===== src/sv/postscript_token_splitter_core_assert.svh =====
// Assertion macros for the PostScript token splitter.
// Depends on a clock named clk and an active-low reset named rst_n in the including scope.
`ifndef POSTSCRIPT_TOKEN_SPLITTER_CORE_ASSERT_SVH
`define POSTSCRIPT_TOKEN_SPLITTER_CORE_ASSERT_SVH

// Check a property on every rising edge outside reset.
`define PTS_ASSERT(label, prop, msg) \
    label: assert property (@(posedge clk) disable iff (!rst_n) prop) else $error(msg);

// Check a property on every rising edge, reset included.
`define PTS_ASSERT_ALWAYS(label, prop, msg) \
    label: assert property (@(posedge clk) prop) else $error(msg);

`endif


===== src/sv/pts_pkg.sv =====
// Shared types, byte codes and classifiers for the PostScript token splitter.
// No dependencies.
package pts_pkg;

    localparam int DEPTH_W = 8;
    localparam logic [DEPTH_W-1:0] MAX_NEST = 8'd255;

    // Scanner modes, one-hot.
    typedef enum logic [5:0] {
        MODE_IDLE    = 6'b000001,
        MODE_COMMENT = 6'b000010,
        MODE_WORD    = 6'b000100,
        MODE_LIT     = 6'b001000,
        MODE_LIT_ESC = 6'b010000,
        MODE_HEX     = 6'b100000
    } mode_t;

    localparam logic [2:0] KIND_NONE    = 3'd0;
    localparam logic [2:0] KIND_WORD    = 3'd1;
    localparam logic [2:0] KIND_LIT     = 3'd2;
    localparam logic [2:0] KIND_HEX     = 3'd3;
    localparam logic [2:0] KIND_BRACKET = 3'd4;

    localparam logic [7:0] CH_NUL     = 8'h00;
    localparam logic [7:0] CH_TAB     = 8'h09;
    localparam logic [7:0] CH_LF      = 8'h0A;
    localparam logic [7:0] CH_FF      = 8'h0C;
    localparam logic [7:0] CH_CR      = 8'h0D;
    localparam logic [7:0] CH_SPACE   = 8'h20;
    localparam logic [7:0] CH_PERCENT = 8'h25;
    localparam logic [7:0] CH_LPAREN  = 8'h28;
    localparam logic [7:0] CH_RPAREN  = 8'h29;
    localparam logic [7:0] CH_SLASH   = 8'h2F;
    localparam logic [7:0] CH_LT      = 8'h3C;
    localparam logic [7:0] CH_GT      = 8'h3E;
    localparam logic [7:0] CH_LBRACK  = 8'h5B;
    localparam logic [7:0] CH_BSLASH  = 8'h5C;
    localparam logic [7:0] CH_RBRACK  = 8'h5D;
    localparam logic [7:0] CH_LBRACE  = 8'h7B;
    localparam logic [7:0] CH_RBRACE  = 8'h7D;

    // One result item.
    typedef struct packed {
        logic [7:0] byte_out;
        logic       in_token;
        logic       starts_token;
        logic       ends_token;
        logic       ends_previous;
        logic [2:0] token_kind;
    } res_t;

    function automatic logic is_space(input logic [7:0] b);
        return b inside {CH_NUL, CH_TAB, CH_LF, CH_FF, CH_CR, CH_SPACE};
    endfunction

    function automatic logic is_special(input logic [7:0] b);
        return b inside {CH_LPAREN, CH_RPAREN, CH_LT, CH_GT, CH_LBRACK,
                         CH_RBRACK, CH_LBRACE, CH_RBRACE, CH_SLASH, CH_PERCENT};
    endfunction

    function automatic logic is_bracket(input logic [7:0] b);
        return b inside {CH_LBRACK, CH_RBRACK, CH_LBRACE, CH_RBRACE};
    endfunction

endpackage


===== src/sv/pts_step.sv =====
// Next-state and result logic for one byte of the token splitter.
// Depends on pts_pkg.
module pts_step (
    input  pts_pkg::mode_t                mode,
    input  logic [pts_pkg::DEPTH_W-1:0]   depth,
    input  logic [7:0]                    data_byte,
    input  logic                          end_of_data,
    output pts_pkg::mode_t                mode_next,
    output logic [pts_pkg::DEPTH_W-1:0]   depth_next,
    output pts_pkg::res_t                 res
);
    import pts_pkg::*;

    // Decode of a byte seen between tokens.
    mode_t              st_mode;
    logic [DEPTH_W-1:0] st_depth;
    logic               st_in;
    logic               st_ends;
    logic [2:0]         st_kind;
    logic [DEPTH_W-1:0] depth_dec;

    always_comb
    begin
        st_mode  = MODE_IDLE;
        st_depth = depth;
        st_in    = 1'b0;
        st_ends  = 1'b0;
        st_kind  = KIND_NONE;
        if (data_byte == CH_PERCENT)
        begin
            st_mode = MODE_COMMENT;
        end
        else if (!is_space(data_byte))
        begin
            st_in = 1'b1;
            if (data_byte == CH_LPAREN)
            begin
                st_mode  = MODE_LIT;
                st_depth = DEPTH_W'(1);
                st_kind  = KIND_LIT;
            end
            else if (data_byte == CH_LT)
            begin
                st_mode = MODE_HEX;
                st_kind = KIND_HEX;
            end
            else if (is_bracket(data_byte))
            begin
                st_ends = 1'b1;
                st_kind = KIND_BRACKET;
            end
            else
            begin
                st_mode = MODE_WORD;
                st_kind = KIND_WORD;
            end
        end
    end

    assign depth_dec = (depth != '0) ? depth - DEPTH_W'(1) : '0;

    always_comb
    begin
        res        = '0;
        mode_next  = mode;
        depth_next = depth;
        if (end_of_data)
        begin
            res.ends_previous = (mode == MODE_WORD) || (mode == MODE_LIT) ||
                                (mode == MODE_LIT_ESC) || (mode == MODE_HEX);
            mode_next  = MODE_IDLE;
            depth_next = '0;
        end
        else
        begin
            res.byte_out = data_byte;
            case (mode)
                MODE_COMMENT:
                begin
                    if (data_byte == CH_LF || data_byte == CH_CR)
                    begin
                        mode_next = MODE_IDLE;
                    end
                end
                MODE_WORD:
                begin
                    if (is_space(data_byte))
                    begin
                        res.ends_previous = 1'b1;
                        mode_next         = MODE_IDLE;
                    end
                    else if (is_special(data_byte))
                    begin
                        // close the word and start the next token on this byte
                        res.ends_previous = 1'b1;
                        res.in_token      = st_in;
                        res.starts_token  = st_in;
                        res.ends_token    = st_ends;
                        res.token_kind    = st_kind;
                        mode_next         = st_mode;
                        depth_next        = st_depth;
                    end
                    else
                    begin
                        res.in_token   = 1'b1;
                        res.token_kind = KIND_WORD;
                    end
                end
                MODE_LIT:
                begin
                    res.in_token   = 1'b1;
                    res.token_kind = KIND_LIT;
                    if (data_byte == CH_LPAREN)
                    begin
                        if (depth < MAX_NEST)
                        begin
                            depth_next = depth + DEPTH_W'(1);
                        end
                    end
                    else if (data_byte == CH_RPAREN)
                    begin
                        depth_next = depth_dec;
                        if (depth_dec == '0)
                        begin
                            res.ends_token = 1'b1;
                            mode_next      = MODE_IDLE;
                        end
                    end
                    else if (data_byte == CH_BSLASH)
                    begin
                        mode_next = MODE_LIT_ESC;
                    end
                end
                MODE_LIT_ESC:
                begin
                    res.in_token   = 1'b1;
                    res.token_kind = KIND_LIT;
                    mode_next      = MODE_LIT;
                end
                MODE_HEX:
                begin
                    res.in_token   = 1'b1;
                    res.token_kind = KIND_HEX;
                    if (data_byte == CH_GT)
                    begin
                        res.ends_token = 1'b1;
                        mode_next      = MODE_IDLE;
                    end
                end
                default:
                begin
                    res.in_token     = st_in;
                    res.starts_token = st_in;
                    res.ends_token   = st_ends;
                    res.token_kind   = st_kind;
                    mode_next        = st_mode;
                    depth_next       = st_depth;
                end
            endcase
        end
    end

endmodule


===== src/sv/postscript_token_splitter_core.sv =====
// PostScript token splitter: a byte stream in, one boundary-marked result per byte out.
// Depends on pts_pkg, pts_step and postscript_token_splitter_core_assert.svh.
//
// Usage:
//   Input channel (in_valid / in_stall) carries one byte per transaction, or an
//   end marker (end_of_data = 1) that closes any open token and returns the
//   scanner to its between-tokens state.
//   Output channel (out_valid / out_stall) returns exactly one result transaction
//   per input transaction, in order: the byte, whether it belongs to a token,
//   start / end marks, the close of a preceding word, and the token kind.
//   A word's end shows as ends_previous on the byte (or end marker) after it.
//   Path: an accepted transaction is held in the input register, passes the
//   scanner step and is presented from the result register.
//   Throughput: one transaction per cycle while the receiver does not stall,
//   set by the combinational scanner step between the input and result registers.
//   Stall: when the receiver stalls, the result register holds; the input
//   register still fills, and in_stall rises only once both stages are full.
//   Reset (rst_n low, asynchronous): both stages empty, scanner between tokens,
//   literal-string depth zero.
module postscript_token_splitter_core (
    input  logic       clk,
    input  logic       rst_n,
    input  logic       in_valid,
    output logic       in_stall,
    input  logic [7:0] data_byte,
    input  logic       end_of_data,
    output logic       out_valid,
    input  logic       out_stall,
    output logic [7:0] byte_out,
    output logic       in_token,
    output logic       starts_token,
    output logic       ends_token,
    output logic       ends_previous,
    output logic [2:0] token_kind
);
    import pts_pkg::*;

    // Input register stage.
    logic       s1_valid_reg;
    logic [7:0] s1_byte_reg;
    logic       s1_eod_reg;
    logic       s1_advance;
    logic       s1_load;

    // Scanner state, updated as each transaction leaves the input stage.
    mode_t              mode_reg;
    mode_t              mode_next;
    logic [DEPTH_W-1:0] depth_reg;
    logic [DEPTH_W-1:0] depth_next;

    // Result register stage.
    logic out_valid_reg;
    res_t res_reg;
    res_t res_next;

    // The input stage moves on whenever the result register is empty or being taken.
    assign s1_advance = s1_valid_reg && (!out_valid_reg || !out_stall);
    assign s1_load    = in_valid && !in_stall;
    assign in_stall   = s1_valid_reg && !s1_advance;

    always_ff @(posedge clk or negedge rst_n)
    begin
        if (!rst_n)
        begin
            s1_valid_reg <= 1'b0;
        end
        else if (s1_load)
        begin
            s1_valid_reg <= 1'b1;
        end
        else if (s1_advance)
        begin
            s1_valid_reg <= 1'b0;
        end
    end

    // Payload: hold unless a new transaction lands.
    always_ff @(posedge clk)
    begin
        if (s1_load)
        begin
            s1_byte_reg <= data_byte;
            s1_eod_reg  <= end_of_data;
        end
    end

    pts_step u_step (
        .mode        (mode_reg),
        .depth       (depth_reg),
        .data_byte   (s1_byte_reg),
        .end_of_data (s1_eod_reg),
        .mode_next   (mode_next),
        .depth_next  (depth_next),
        .res         (res_next)
    );

    // Advance the scanner only when the transaction actually moves to the output.
    always_ff @(posedge clk or negedge rst_n)
    begin
        if (!rst_n)
        begin
            mode_reg  <= MODE_IDLE;
            depth_reg <= '0;
        end
        else if (s1_advance)
        begin
            mode_reg  <= mode_next;
            depth_reg <= depth_next;
        end
    end

    always_ff @(posedge clk or negedge rst_n)
    begin
        if (!rst_n)
        begin
            out_valid_reg <= 1'b0;
        end
        else if (s1_advance)
        begin
            out_valid_reg <= 1'b1;
        end
        else if (!out_stall)
        begin
            out_valid_reg <= 1'b0;
        end
    end

    always_ff @(posedge clk)
    begin
        if (s1_advance)
        begin
            res_reg <= res_next;
        end
    end

    assign out_valid     = out_valid_reg;
    assign byte_out      = res_reg.byte_out;
    assign in_token      = res_reg.in_token;
    assign starts_token  = res_reg.starts_token;
    assign ends_token    = res_reg.ends_token;
    assign ends_previous = res_reg.ends_previous;
    assign token_kind    = res_reg.token_kind;

`include "postscript_token_splitter_core_assert.svh"

    // A nonzero depth only exists inside a literal string.
    `PTS_ASSERT(a_depth_in_string, (depth_reg != '0) |-> (mode_reg == MODE_LIT || mode_reg == MODE_LIT_ESC), "paren depth set outside a literal string")
    // An end marker leaves the scanner fully reset.
    `PTS_ASSERT(a_eod_resets, (s1_advance && s1_eod_reg) |=> (mode_reg == MODE_IDLE && depth_reg == '0), "end marker did not reset scanner")
    // A token end mark is only given to a byte inside a token.
    `PTS_ASSERT(a_end_in_token, (out_valid_reg && res_reg.ends_token) |-> res_reg.in_token, "ends_token outside a token")
    // A starting byte always carries a kind.
    `PTS_ASSERT(a_start_kind, (out_valid_reg && res_reg.starts_token) |-> (res_reg.token_kind != KIND_NONE), "token start without kind")
    // Nothing leaves the input stage without space in the result register.
    `PTS_ASSERT_ALWAYS(a_no_overrun, (s1_advance && out_valid_reg) |-> !out_stall, "result register overrun")

endmodule

===== config.mk =====
export PLATFORM = sky130hd
export DESIGN_NAME = postscript_token_splitter_core
export DESIGN_NICKNAME = d
export VERILOG_FILES = /design/src/sv/pts_pkg.sv /design/src/sv/pts_step.sv /design/src/sv/postscript_token_splitter_core.sv
export VERILOG_INCLUDE_DIRS = /design/src /design/src/sv
export SDC_FILE = /design/constraint.sdc
export NUM_CORES = 1
export LEC_CHECK = 0
export BUFFER_PORTS_ARGS = -buffer_cell sky130_fd_sc_hd__buf_2
export CORE_MARGIN = 3
export CORE_UTILIZATION = 40
export DETAILED_ROUTE_END_ITERATION = 7
export PLACE_DENSITY_LB_ADDON = 0.05
export SYNTH_ARGS = -nofsm -noshare
export SYNTH_HDL_FRONTEND = slang
export SYNTH_SLANG_ARGS = --single-unit

===== constraint.sdc =====
create_clock -name clk -period 3 [get_ports clk]
set_input_delay 0.15 -clock clk [delete_from_list [all_inputs] [get_ports clk]]
set_output_delay 0.15 -clock clk [all_outputs]
set_load 0.01 [all_outputs]

# Word-level counts from Yosys, hierarchy flattened
# Index checks and enable logic that the tools add are counted.
# classes
magnitude_cmp	1
n_eq_ne	33
addsub	2
n_mux	58
n_reduce_logical	26
# op_table
cell	n
$mux 8	10
$mux 6	13
$eq 8x6->1 const B	7
$eq 8x7->1 const B	5
$eq 8x4->1 const B	4
$mux 3	10
$pmux 6 s5	1
$pmux 8 s3	1
$mux 1	19
$logic_not 8->1	2
$ne 4x4->1 const B	4
$ne 3x3->1 const B	4
$pmux 3 s4	1
$reduce_bool 10->1	1
$add 8x1->8 const B	1
$lt 8x8->1 const B	1
$reduce_bool 8->1	1
$sub 8x1->8 const B	1
$reduce_and 7->1	1
$eq 6x2->1 const B	1
$eq 6x3->1 const B	1
$eq 6x4->1 const B	1
$eq 6x5->1 const B	1
$eq 6x6->1 const B	1
16 further kinds	28
# totals
out_inout_bits	17
reg_bits	40
inputBits	13
wordCells	132

# Depth between registers and ports, before layout
# Gate-level depths: netlist (run 1).
# depth
depth_word	11
mapped_depth	11
ltp_nobuf	9

# Modules after synthesis
# A second synthesis (run 1) with hierarchy kept.
# hier_totals
hier_cells	286
area_unflattened_um2	2772.7
# by_module_without_submodules
mod	n_inst	area_each_um2	cells_each
pts_step	1	1390.1	225
postscript_token_splitter_core	1	1382.6	61

# Worst setup path after synthesis (run 1)
# No wires, ideal clock.
# synth_timing
kind	register to register
startpoint	register out_valid_reg, in the netlist out_valid
endpoint	register mode_reg[1]
stages_incl_launch_ff	7
setup_time_ns	0.121
n_path_buf	0
slack_ns	-0.206
arrival_ns	3.085
cell_sequence	dfrtp_1 -> a21boi_0 -> o21ai_0 -> a2111oi_1 -> o21ai_1 -> a21boi_4 -> a22o_1
# synth_via
elab_chain_len	4
# synth_rtl
element	line_no	rtl
from (decl)	postscript_token_splitter_core.sv:52	logic out_valid_reg;
from (signal assigned)	postscript_token_splitter_core.sv:116	out_valid_reg <= 1'b0;
from (signal assigned)	postscript_token_splitter_core.sv:120	out_valid_reg <= 1'b1;
from (signal assigned)	postscript_token_splitter_core.sv:124	out_valid_reg <= 1'b0;
$logic_not 1->1	postscript_token_splitter_core.sv:57	assign s1_advance = s1_valid_reg && (!out_valid_reg || !out_stall);
$logic_or 1x1->1	postscript_token_splitter_core.sv:57	
$logic_and 1x1->1	postscript_token_splitter_core.sv:57	
net s1_advance	postscript_token_splitter_core.sv:42	logic s1_advance;
$reduce_and 7->1 (no line)	n/a	
to (signal assigned)	postscript_token_splitter_core.sv:107	mode_reg <= mode_next;
to (decl)	postscript_token_splitter_core.sv:46	mode_t mode_reg;
# The timed path passes the listed nets, and every way through them passes these cells.
# A chain may end at the register's enable or synchronous reset.

# Worst setup path after layout (run 1)
# layout_timing
startpoint	register depth_reg[0]
endpoint	register mode_reg[5]
# layout_via
elab_chain_len	5
# layout_rtl
element	line_no	rtl
from (decl)	postscript_token_splitter_core.sv:48	logic [DEPTH_W-1:0] depth_reg;
from (signal assigned)	postscript_token_splitter_core.sv:108	depth_reg <= depth_next;
$sub 8x1->8 / $reduce_bool 8->1 (equally long branches)	pts_step.sv:60	assign depth_dec = (depth != '0) ? depth - DEPTH_W'(1) : '0;
$mux 8 (*)	pts_step.sv:60	
$logic_not 8->1 (*)	pts_step.sv:123	if (depth_dec == '0)
$ne 4x4->1 (no line) (*)	n/a	
$reduce_and 7->1 (no line) (*)	n/a	
# Mark *: on every way between the ends. The rest lies on a longest branch, timed or not.

==> impl_metrics.tcl, run 1 <==
set metrics [dict create \
    outcome "completed" \
    cts_max_path_buffers 2 \
    critPathRequiredTime_ns 3.18 \
    synthTopCellsByArea "edfxtp_1 (29%), dfrtp_1 (15%), o21ai_0 (3.2%)" \
    htreeDepth 2 \
    dp_slack_ns 0.274 \
    reg2reg_slack_ns 0.23 \
    die_w_um 85.1 \
    synth_top_family_by_area "simple AND/OR/NAND/NOR gates" \
    ys_seq_area_share_pct 44.8 \
    via_per_inst 5.66 \
    reg2reg_from "depth_reg[0]" \
    routed.top_layer "met4" \
    grt_max_degree 21 \
    synth_area_leader_cell "edfxtp_1" \
    netlist.area_leader.share_pct 28.8 \
    routed-wl-met2_mm 2.79 \
    place.port_buffers 29 \
    drv_cap 0 \
    finalSetupTns_ns 0 \
    start_kind "register" \
    grt_pass1_wl_mm 10.1 \
    power.leakage_nw 1.14 \
    drt-met1-wl_mm 2.93 \
    synth_edf_count 24 \
    io_pins 30 \
    crit_path_end_kind "register" \
    drc 0 \
    crit_fanout 7 \
    synth_xor_area_share_pct 1.75 \
    synthMuxAreaShare_pct 1.25 \
    die_y_um 85.1 \
    skew_ns 0.00796 \
    path_delay_family "compound AO/OA/AOI/OAI gates" \
    period_share_pct 92.2 \
    synthArstFlopShare_pct 40.0 \
    synth_compound_area_share_pct 19.8 \
    crit_type "reg2reg" \
    track_usage_pct 17.6 \
    hpwlAfterDp_mm 4.53 \
    antennaDiodeCount 0 \
    rsz0062_at_grt "false" \
    drive_gt1_share_pct 22.4 \
    drt-initial-drc-count 209 \
    core_area_um2 5990 \
    cts_resized 0 \
    worstPathCellList "inv_1, ha_1, or3b_2, o32a_1, a211o_1, a2111oi_1, o21ai_1, a21boi_4, a22o_1" \
    overflow 0 \
    wl_mm 6.06 \
    vias 2115 \
    antenna_left 0 \
    cts_root_buffer "clkbuf_8" \
    antenna_found_initial 0 \
    numClockSinks 40 \
    worstRegToRegCells 9 \
    startpoint "depth_reg[0]" \
    insertion_delay_ns 0.29 \
    cts_hold_buf 1 \
    die_area_um2 7240 \
    synth_fa_ha_area_share_pct 1.00 \
    postCtsSetupBuffers 0 \
    numCtsBuffers 5 \
    timing.fmax_mhz 362 \
    grt_pass1_vias 2044 \
    max_stage_delay_ns 0.50 \
    gp_congestion 0.857 \
    cts_tree "yes" \
    worst-path-stages 9 \
    fin_nets 313 \
    slowest_stage "or3b_2" \
    wl_met3_um 244 \
    synth_ff_type "edfxtp_1" \
    maxSlewViolCount 0 \
    setup_ws_ns 0.234 \
    critPathArrivalTime_ns 2.95 \
    start_util_pct 41.8 \
    ys_ff_latch 40 \
    fin_crit_ns 2.77 \
    powerDensity_nw_per_um2 452 \
    yosys.area_share.simple_pct 27.1 \
    area_delta_synth_final_pct 15.5 \
    worst_slew_pin_slew_ns 0.592 \
    slew_headroom_pct 60.3 \
    rows 28 \
    irDropWorstVdd_v 0.000256 \
    netlist_area_um2 2500 \
    synthCells 262 \
    min-delay-path-class "in2reg" \
    path_clk_slew_ns 0.08 \
    first_pass_iters 4 \
    avgRoutedWirePerCell_um 16.2 \
    setup_viol 0 \
    path_buf_inv 1 \
    yosys_warnings 0 \
    critPathCapture "mode_reg[5]" \
    hold_viol_final 0 \
    ys_types 62 \
    timing.rr.end "mode_reg[5]" \
    syn_avg_cell_area_um2 9.55 \
    syn_nets 277 \
]
==> layer usage <==
metal | GRT usage [%] | vias up
met2 | 27.2 | 50
met1 | 24.9 | 995
met3 | 3.50 | 8
met5 | 0 | -
li1 | - | 1062
met4 | 5.76 | 0
==> worst reg2reg max path, delay by kind of cell, from the launching register on <==
kind                       cells  cell delay (ns)
AOI/OAI and AO/OA              6             1.49
adders and majority gates      1             0.28
and+or+nand+nor                1             0.50
DFF                            1             0.35
buffers and inverters          1             0.05
==> worst min-delay path by stage <==
| stage | startpoint | endpoint | depth (start not counted) |
|---|---|---|---|
| after floorplan | rst_n | depth_reg[0] | 0 |
| after global placement | rst_n | depth_reg[1] | 1 |
| after detailed placement | rst_n | depth_reg[1] | 1 |
| after CTS | data_byte[5] | s1_byte_reg[5] | 1 |
| after global routing | data_byte[1] | s1_byte_reg[1] | 1 |
| final | data_byte[5] | s1_byte_reg[5] | 1 |
==> synth_stat cells, drive strengths merged, types with 5 or more instances <==
library cell and n:
a21oi 12, clkbuf 16, dfrtp 15, edfxtp 24, inv 8, nand2 19, nand2b 6, nand3 5
nand4 6, nor2 19, nor2b 10, nor3 10, o21ai 17, o31ai 5, or3 9
==> cells by family (layout without fill, tap and decap cells) <==
logic type	Yosys count	after routing
and+or+nand+nor	114	114
DFF	40	40
xor gates and xnor gates	5	5
muxes	3	3
adders and majority gates	2	2
buffers and inverters	26	63
AOI/OAI and AO/OA	72	72
==> area by class of cell <==
| type | count | area (um^2) |
|---|---|---|
| timing repair buffer | 47 | 283 |
| multi-input combinational | 196 | 1270 |
| tap | 75 | 93.8 |
| clock inverter | 3 | 18.8 |
| inverter | 8 | 30.0 |
| fill | 568 | 3100 |
| clock buffer | 5 | 68.8 |
| sequential | 40 | 1120 |
==> through the flow <==
stage	util (%)	cells	power, mW	instance area [um^2]	hold WS [ns]
after floorplan	-	262	0.869	2500	-0.146
after global placement	46.6	365	0.969	2790	0.0912
after detailed placement	46.6	365	0.968	2790	0.0907
after CTS	48.3	374	1.32	2890	0.0172
after global routing	48.3	374	1.39	2890	0.00101
final	48.3	374	1.31	2890	0.0275
==> placed cells by master (no fill, tap or decap), types with 4 or more instances in the layout <==
cell type and count:
buf_2 29, a22o_1 4, o31ai_1 5, a21oi_1 12
buf_4 17, nor3_1 9, nand2b_1 6, nand2_1 19
nor2b_1 10, clkbuf_8 5, edfxtp_1 24, or3_1 9
dfrtp_1 15, a31oi_1 4, nand4_1 6, inv_1 8
o21ai_0 16, nand3_1 5, nor2_1 18, a211oi_1 4
==> report_power, final <==
part	total, mW	leakage (nW)	internal (mW)	switching, mW
logic	0.299	0.658	0.132	0.167
registers	0.659	0.444	0.629	0.0300
clock network	0.349	0.0378	0.160	0.189
Power figures use the tool's default switching activity.
==> inputs of run 2 (changes only) <==
--- a/config.mk
+++ b/config.mk
@@ -8,7 +8,7 @@
 export LEC_CHECK = 0
 export BUFFER_PORTS_ARGS = -buffer_cell sky130_fd_sc_hd__buf_2
 export CORE_MARGIN = 3
-export CORE_UTILIZATION = 40
+export CORE_UTILIZATION = 25
 export DETAILED_ROUTE_END_ITERATION = 7
 export PLACE_DENSITY_LB_ADDON = 0.05
 export SYNTH_ARGS = -nofsm -noshare
==> impl_metrics.tcl, run 2 (same netlist as run 1, synthesis figures left out) <==
set metrics [dict create \
    min-delay-path-class "in2reg" \
    overflow 0 \
    core_area_um2 9500 \
    skew_ns 0.00698 \
    antenna_found_initial 0 \
    htreeDepth 2 \
    die_area_um2 11200 \
    timing.fmax_mhz 367 \
    period_share_pct 90.8 \
    hold_viol_final 0 \
    crit_path_end_kind "register" \
    numCtsBuffers 5 \
    grt_pass1_vias 2122 \
    p_seq_share_pct 49.7 \
    use_met2_pct 18.4 \
    cts_tree "yes" \
    drv_cap 0 \
    area_delta_synth_final_pct 19.2 \
    irDropWorstVdd_v 0.000153 \
    fin_nets 316 \
    outcome "completed" \
    use_met3_pct 2.25 \
    critPathArrivalTime_ns 2.91 \
    vias 2182 \
    internal_power_mw 0.923 \
    setup_viol 0 \
    grt_pass1_wl_mm 11.2 \
    cts_root_buffer "clkbuf_8" \
    power_frac_comb_pct 22.3 \
    worstPathCellList "inv_1, ha_1, or3b_2, o32a_1, a211o_1, a2111oi_1, o21ai_1, a21boi_4, a22o_1" \
    crit_fanout 7 \
    gr-usage-met1_pct 19.1 \
    critPathRequiredTime_ns 3.19 \
    track_usage_pct 12.6 \
    crit_type "reg2reg" \
    layout_commonest_cell "buf_2" \
    io_pins 30 \
    rsz0062_at_grt "false" \
    drt-initial-drc-count 153 \
    place.port_buffers 29 \
    clockPowerShare_pct 28.1 \
    max_stage_delay_ns 0.48 \
    antenna_left 0 \
    die_w_um 106 \
    netSwitchingPower_mw 0.409 \
    avgRoutedWirePerCell_um 15.7 \
    p_sw_share_pct 30.7 \
    start_kind "register" \
    path_delay_family "compound AO/OA/AOI/OAI gates" \
    gp_congestion 0.788 \
    wl_mm 6.78 \
    powerDensity_nw_per_um2 447 \
    via_per_inst 5.06 \
    grt_max_degree 18 \
    worst_slew_pin_slew_ns 0.552 \
    path_clk_slew_ns 0.09 \
    hpwlAfterDp_mm 5.00 \
    fin_crit_ns 2.72 \
    antennaDiodeCount 0 \
    start_util_pct 26.3 \
    die_y_um 106 \
    slowest_stage "or3b_2" \
    fin_util_pct 31.4 \
    final_cell_mix "buf_2 (29), edfxtp_1 (24), nand2_1 (19), buf_4 (19), nor2_1 (18)" \
    power_mw 1.33 \
    slew_headroom_pct 63.1 \
    drive_gt1_share_pct 22.8 \
    cts_resized 0 \
    finalSetupTns_ns 0 \
    drc 0 \
    cts_max_path_buffers 2 \
    numClockSinks 40 \
    first_pass_iters 5 \
    maxSlewViolCount 0 \
    power.leakage_nw 1.15 \
    grt_busiest_layer "met1" \
    insertion_delay_ns 0.30 \
    path_buf_inv 1 \
    rows 35 \
]
==> run 2: cell types whose count changed in the layout (fill, tap and decap cells not counted) <==
cell | previous run | this run
clkinv_2 | 0 | 1
dlygate4sd3_1 | 1 | 2
buf_4 | 17 | 19
clkinvlp_4 | 2 | 1
clkbuf_1 | 0 | 1
clkinv_1 | 1 | 0
==> run 2: path summary, 6_finish.rpt <==
path                                  end    startpoint  slack, ns  cells after the start
setup / recovery              mode_reg[3]  depth_reg[0]       0.28                      9
hold / removal             s1_byte_reg[0]  data_byte[0]       0.02                      1
setup reg to reg              mode_reg[3]  depth_reg[0]       0.28                      9
hold reg to reg                 out_valid  s1_valid_reg       0.49                      1
max in group asynchronous     mode_reg[0]         rst_n       2.38                      2
min in group asynchronous    depth_reg[6]         rst_n       0.29                      2
==> run 2: per-layer routing <==
| metal | vias up | share of wire (%) | wire length, um |
|---|---|---|---|
| li1 | 1069 | - | - |
| met1 | 1053 | 51 | 3480 |
| met2 | 56 | 44 | 2980 |
| met3 | 4 | 3.9 | 266 |
| met4 | 0 | 0.83 | 56 |
| met5 | - | 0 | 0 |
==> run 2: repair_timing <==
action,in CTS,in global routing
hold buffers,1,1
setup buffers,0,0
hold endpoints to repair,15,1
==> run 2: final cells by class <==
class	instances	area (um^2)
fill	1029	6520
clock inverter	2	12.5
tap	129	161
inverter	8	30.0
multi-input combinational	196	1270
timing repair buffer	50	308
clock buffer	6	72.6
sequential	40	1120
==> run 2: power by group through the flow <==
stage | combinational (mW) | clock [mW] | sequential [mW]
after floorplan | 0.198 | 0 | 0.671
after global placement | 0.305 | 0 | 0.673
after detailed placement | 0.297 | 0 | 0.674
after CTS | 0.300 | 0.394 | 0.662
after global routing | 0.335 | 0.418 | 0.667
final | 0.297 | 0.374 | 0.661
==> run 2: metrics by stage <==
step | std cells | instance area, um^2 | worst slack (ns) | hold WS [ns]
after global placement | 421 | 2880 | 0.353 | 0.110
after global routing | 431 | 2980 | 0.0788 | 0.00678
after floorplan | 262 | 2500 | 0.184 | -0.146
after detailed placement | 421 | 2880 | 0.261 | 0.110
final | 431 | 2980 | 0.277 | 0.0211
after CTS | 430 | 2970 | 0.249 | 0.00773
==> inputs of run 3 (changes only) <==
--- a/config.mk
+++ b/config.mk
@@ -7,10 +7,13 @@
 export NUM_CORES = 1
 export LEC_CHECK = 0
 export BUFFER_PORTS_ARGS = -buffer_cell sky130_fd_sc_hd__buf_2
+export CELL_PAD_IN_SITES_DETAIL_PLACEMENT = 0
+export CELL_PAD_IN_SITES_GLOBAL_PLACEMENT = 1
 export CORE_MARGIN = 3
 export CORE_UTILIZATION = 25
 export DETAILED_ROUTE_END_ITERATION = 7
 export PLACE_DENSITY_LB_ADDON = 0.05
 export SYNTH_ARGS = -nofsm -noshare
 export SYNTH_HDL_FRONTEND = slang
+export SYNTH_HIERARCHICAL = 1
 export SYNTH_SLANG_ARGS = --single-unit
==> impl_metrics.tcl, run 3 <==
set metrics [dict create \
    outcome "completed" \
    first_pass_iters 4 \
    avgRoutedWirePerCell_um 18.1 \
    die_w_um 111 \
    rsz0062_at_grt "false" \
    insertion_delay_ns 0.30 \
    timing.fmax_mhz 373 \
    place.port_buffers 29 \
    synthTopCellsByCount "edfxtp_1 (24), nor2_1 (20), clkbuf_1 (19)" \
    area_delta_synth_final_pct 14.6 \
    worst_slew_pin_slew_ns 0.628 \
    antenna_found_initial 0 \
    fin_nets 328 \
    antennaDiodeCount 0 \
    vias 2351 \
    synthMuxAreaShare_pct 7.27 \
    clockPowerShare_pct 31.2 \
    track_usage_pct 13.1 \
    synthCells 286 \
    min-delay-path-class "in2reg" \
    setup_viol 0 \
    hold_viol_final 0 \
    powerDensity_nw_per_um2 380 \
    syn_nets 301 \
    die_y_um 111 \
    numClockSinks 40 \
    netlist.area_leader.share_pct 26.0 \
    synth_fa_ha_area_share_pct 0.903 \
    slew_headroom_pct 58.1 \
    overflow 0 \
    ys_seq_area_share_pct 40.5 \
    synth_ff_type "edfxtp_1" \
    netSwitchingPower_mw 0.347 \
    synthTopCellsByArea "edfxtp_1 (26%), dfrtp_1 (14%), mux2_4 (4.9%)" \
    drc 0 \
    synth_area_leader_cell "edfxtp_1" \
    cts_tree "yes" \
    core_area_um2 10600 \
    period_share_pct 89.4 \
    p_sw_share_pct 28.7 \
    crit_path_end_kind "register" \
    drv_cap 0 \
    n_fill_cell 1117 \
    via_per_inst 5.22 \
    synth_most_common_cell "edfxtp_1" \
    irDropWorstVdd_v 0.000183 \
    place_area_um2 3080 \
    internal_power_mw 0.861 \
    cts_resized 0 \
    layout_commonest_cell "buf_2" \
    finalSetupTns_ns 0 \
    skew_ns 0.0149 \
    power.leakage_nw 1.23 \
    crit_fanout 9 \
    yosys_warnings 6 \
    wl_mm 8.15 \
    gp_congestion 0.779 \
    netlist_area_um2 2770 \
    start_util_pct 26.3 \
    io_pins 30 \
    htreeDepth 2 \
    yosys.area_share.simple_pct 26.7 \
    antenna_left 0 \
    synth_xor_area_share_pct 1.90 \
    numCtsBuffers 5 \
    p_seq_share_pct 54.4 \
    path_clk_slew_ns 0.09 \
    syn_avg_cell_area_um2 9.69 \
    grt_max_degree 19 \
    fin_area_um2 3180 \
    ys_ff_latch 40 \
    grt_pass1_wl_mm 13.0 \
    fin_cells 450 \
    maxSlewViolCount 0 \
    dp.cells 441 \
    die_area_um2 12400 \
    cts_max_path_buffers 2 \
    critPathArrivalTime_ns 2.86 \
    drive_gt1_share_pct 23.6 \
    fin_crit_ns 2.68 \
    synth_compound_area_share_pct 17.9 \
    synth_edf_count 24 \
    hpwlAfterDp_mm 6.04 \
    ys_types 63 \
    cts_root_buffer "clkbuf_8" \
    power_mw 1.21 \
    grt_pass1_vias 2305 \
    final_cell_mix "buf_2 (29), edfxtp_1 (24), nor2_1 (20), dfrtp_1 (15), nand2_1 (14)" \
    start_kind "register" \
    drt-initial-drc-count 124 \
    power_frac_comb_pct 14.4 \
    rows 37 \
    synth_top_family_by_area "simple AND/OR/NAND/NOR gates" \
    critPathRequiredTime_ns 3.17 \
    crit_type "reg2reg" \
    synthArstFlopShare_pct 40.0 \
]
[run 3: routing by layer]
layer / wire length, um / share of wire (%) / vias to the layer above / track usage, %
li1: - / - / 1150 / -
met2: 3730 / 46 / 52 / 20.4
met3: 293 / 3.6 / 4 / 2.24
met1: 4040 / 50 / 1145 / 18.9
met5: 0 / 0 / - / 0
met4: 83 / 1.0 / 0 / 3.16
[run 3: stage by stage]
step                      util [%]  setup WS, ns  hold slack, ns
after global placement        29.2         0.399           0.129
after CTS                     30.1         0.308         0.00845
after floorplan                  -         0.667          -0.146
after global routing          30.1         0.135        0.000882
after detailed placement      29.2         0.321           0.124
final                         30.1         0.317          0.0213
[run 3: path summary, 6_finish.rpt]
path / startpoint / endpoint / slack, ns / cells after the start
max in group asynchronous: rst_n / mode_reg[0] / 2.35 / 2
hold reg to reg: s1_valid_reg / out_valid / 0.51 / 1
hold / removal: end_of_data / s1_eod_reg / 0.02 / 1
setup reg to reg: depth_reg[0] / depth_reg[3] / 0.32 / 8
min in group asynchronous: rst_n / mode_reg[5] / 0.32 / 2
setup / recovery: depth_reg[0] / depth_reg[3] / 0.32 / 8
[run 3: critical path: stages (launching register included)]
cell      delay (ns)
dfrtp_1         0.47
inv_1           0.10
ha_1            0.26
or4b_1          0.59
nor2_1          0.34
nor3_1          0.07
o311ai_0        0.32
o211ai_1        0.14
mux2_4          0.27
[run 3: cell families (layout without fill, tap and decap cells)]
group / after synthesis / after routing
mux: 15 / 15
flops: 40 / 40
xor+xnor: 6 / 6
simple gates: 124 / 124
fa+ha+maj: 2 / 2
buf+inv: 31 / 59
compound gates: 68 / 68
[run 3: power groups by stage]
stage / Clock, mW / Combinational (mW) / Sequential, mW
after CTS: 0.394 / 0.176 / 0.659
after floorplan: 0 / 0.116 / 0.661
final: 0.377 / 0.174 / 0.658
after global routing: 0.419 / 0.192 / 0.665
after detailed placement: 0 / 0.174 / 0.671
after global placement: 0 / 0.178 / 0.672
[run 3: area by class of cell]
class | count | area, um^2 | share of cell area [%]
Multi-Input combinational cell | 215 | 1510 | 47.6
Sequential cell | 40 | 1120 | 35.3
Timing Repair Buffer | 43 | 253 | 7.95
Tap cell | 136 | 170 | 5.35
Clock buffer | 6 | 72.6 | 2.28
Inverter | 8 | 30.0 | 0.945
Clock inverter | 2 | 16.3 | 0.512
[run 3: what timing repair did]
| action | 4_1_cts | 5_1_grt |
|---|---|---|
| endpoints found under the hold margin | 15 | 0 |
| hold buffers | 1 | 0 |
| setup buffers | 0 | 0 |
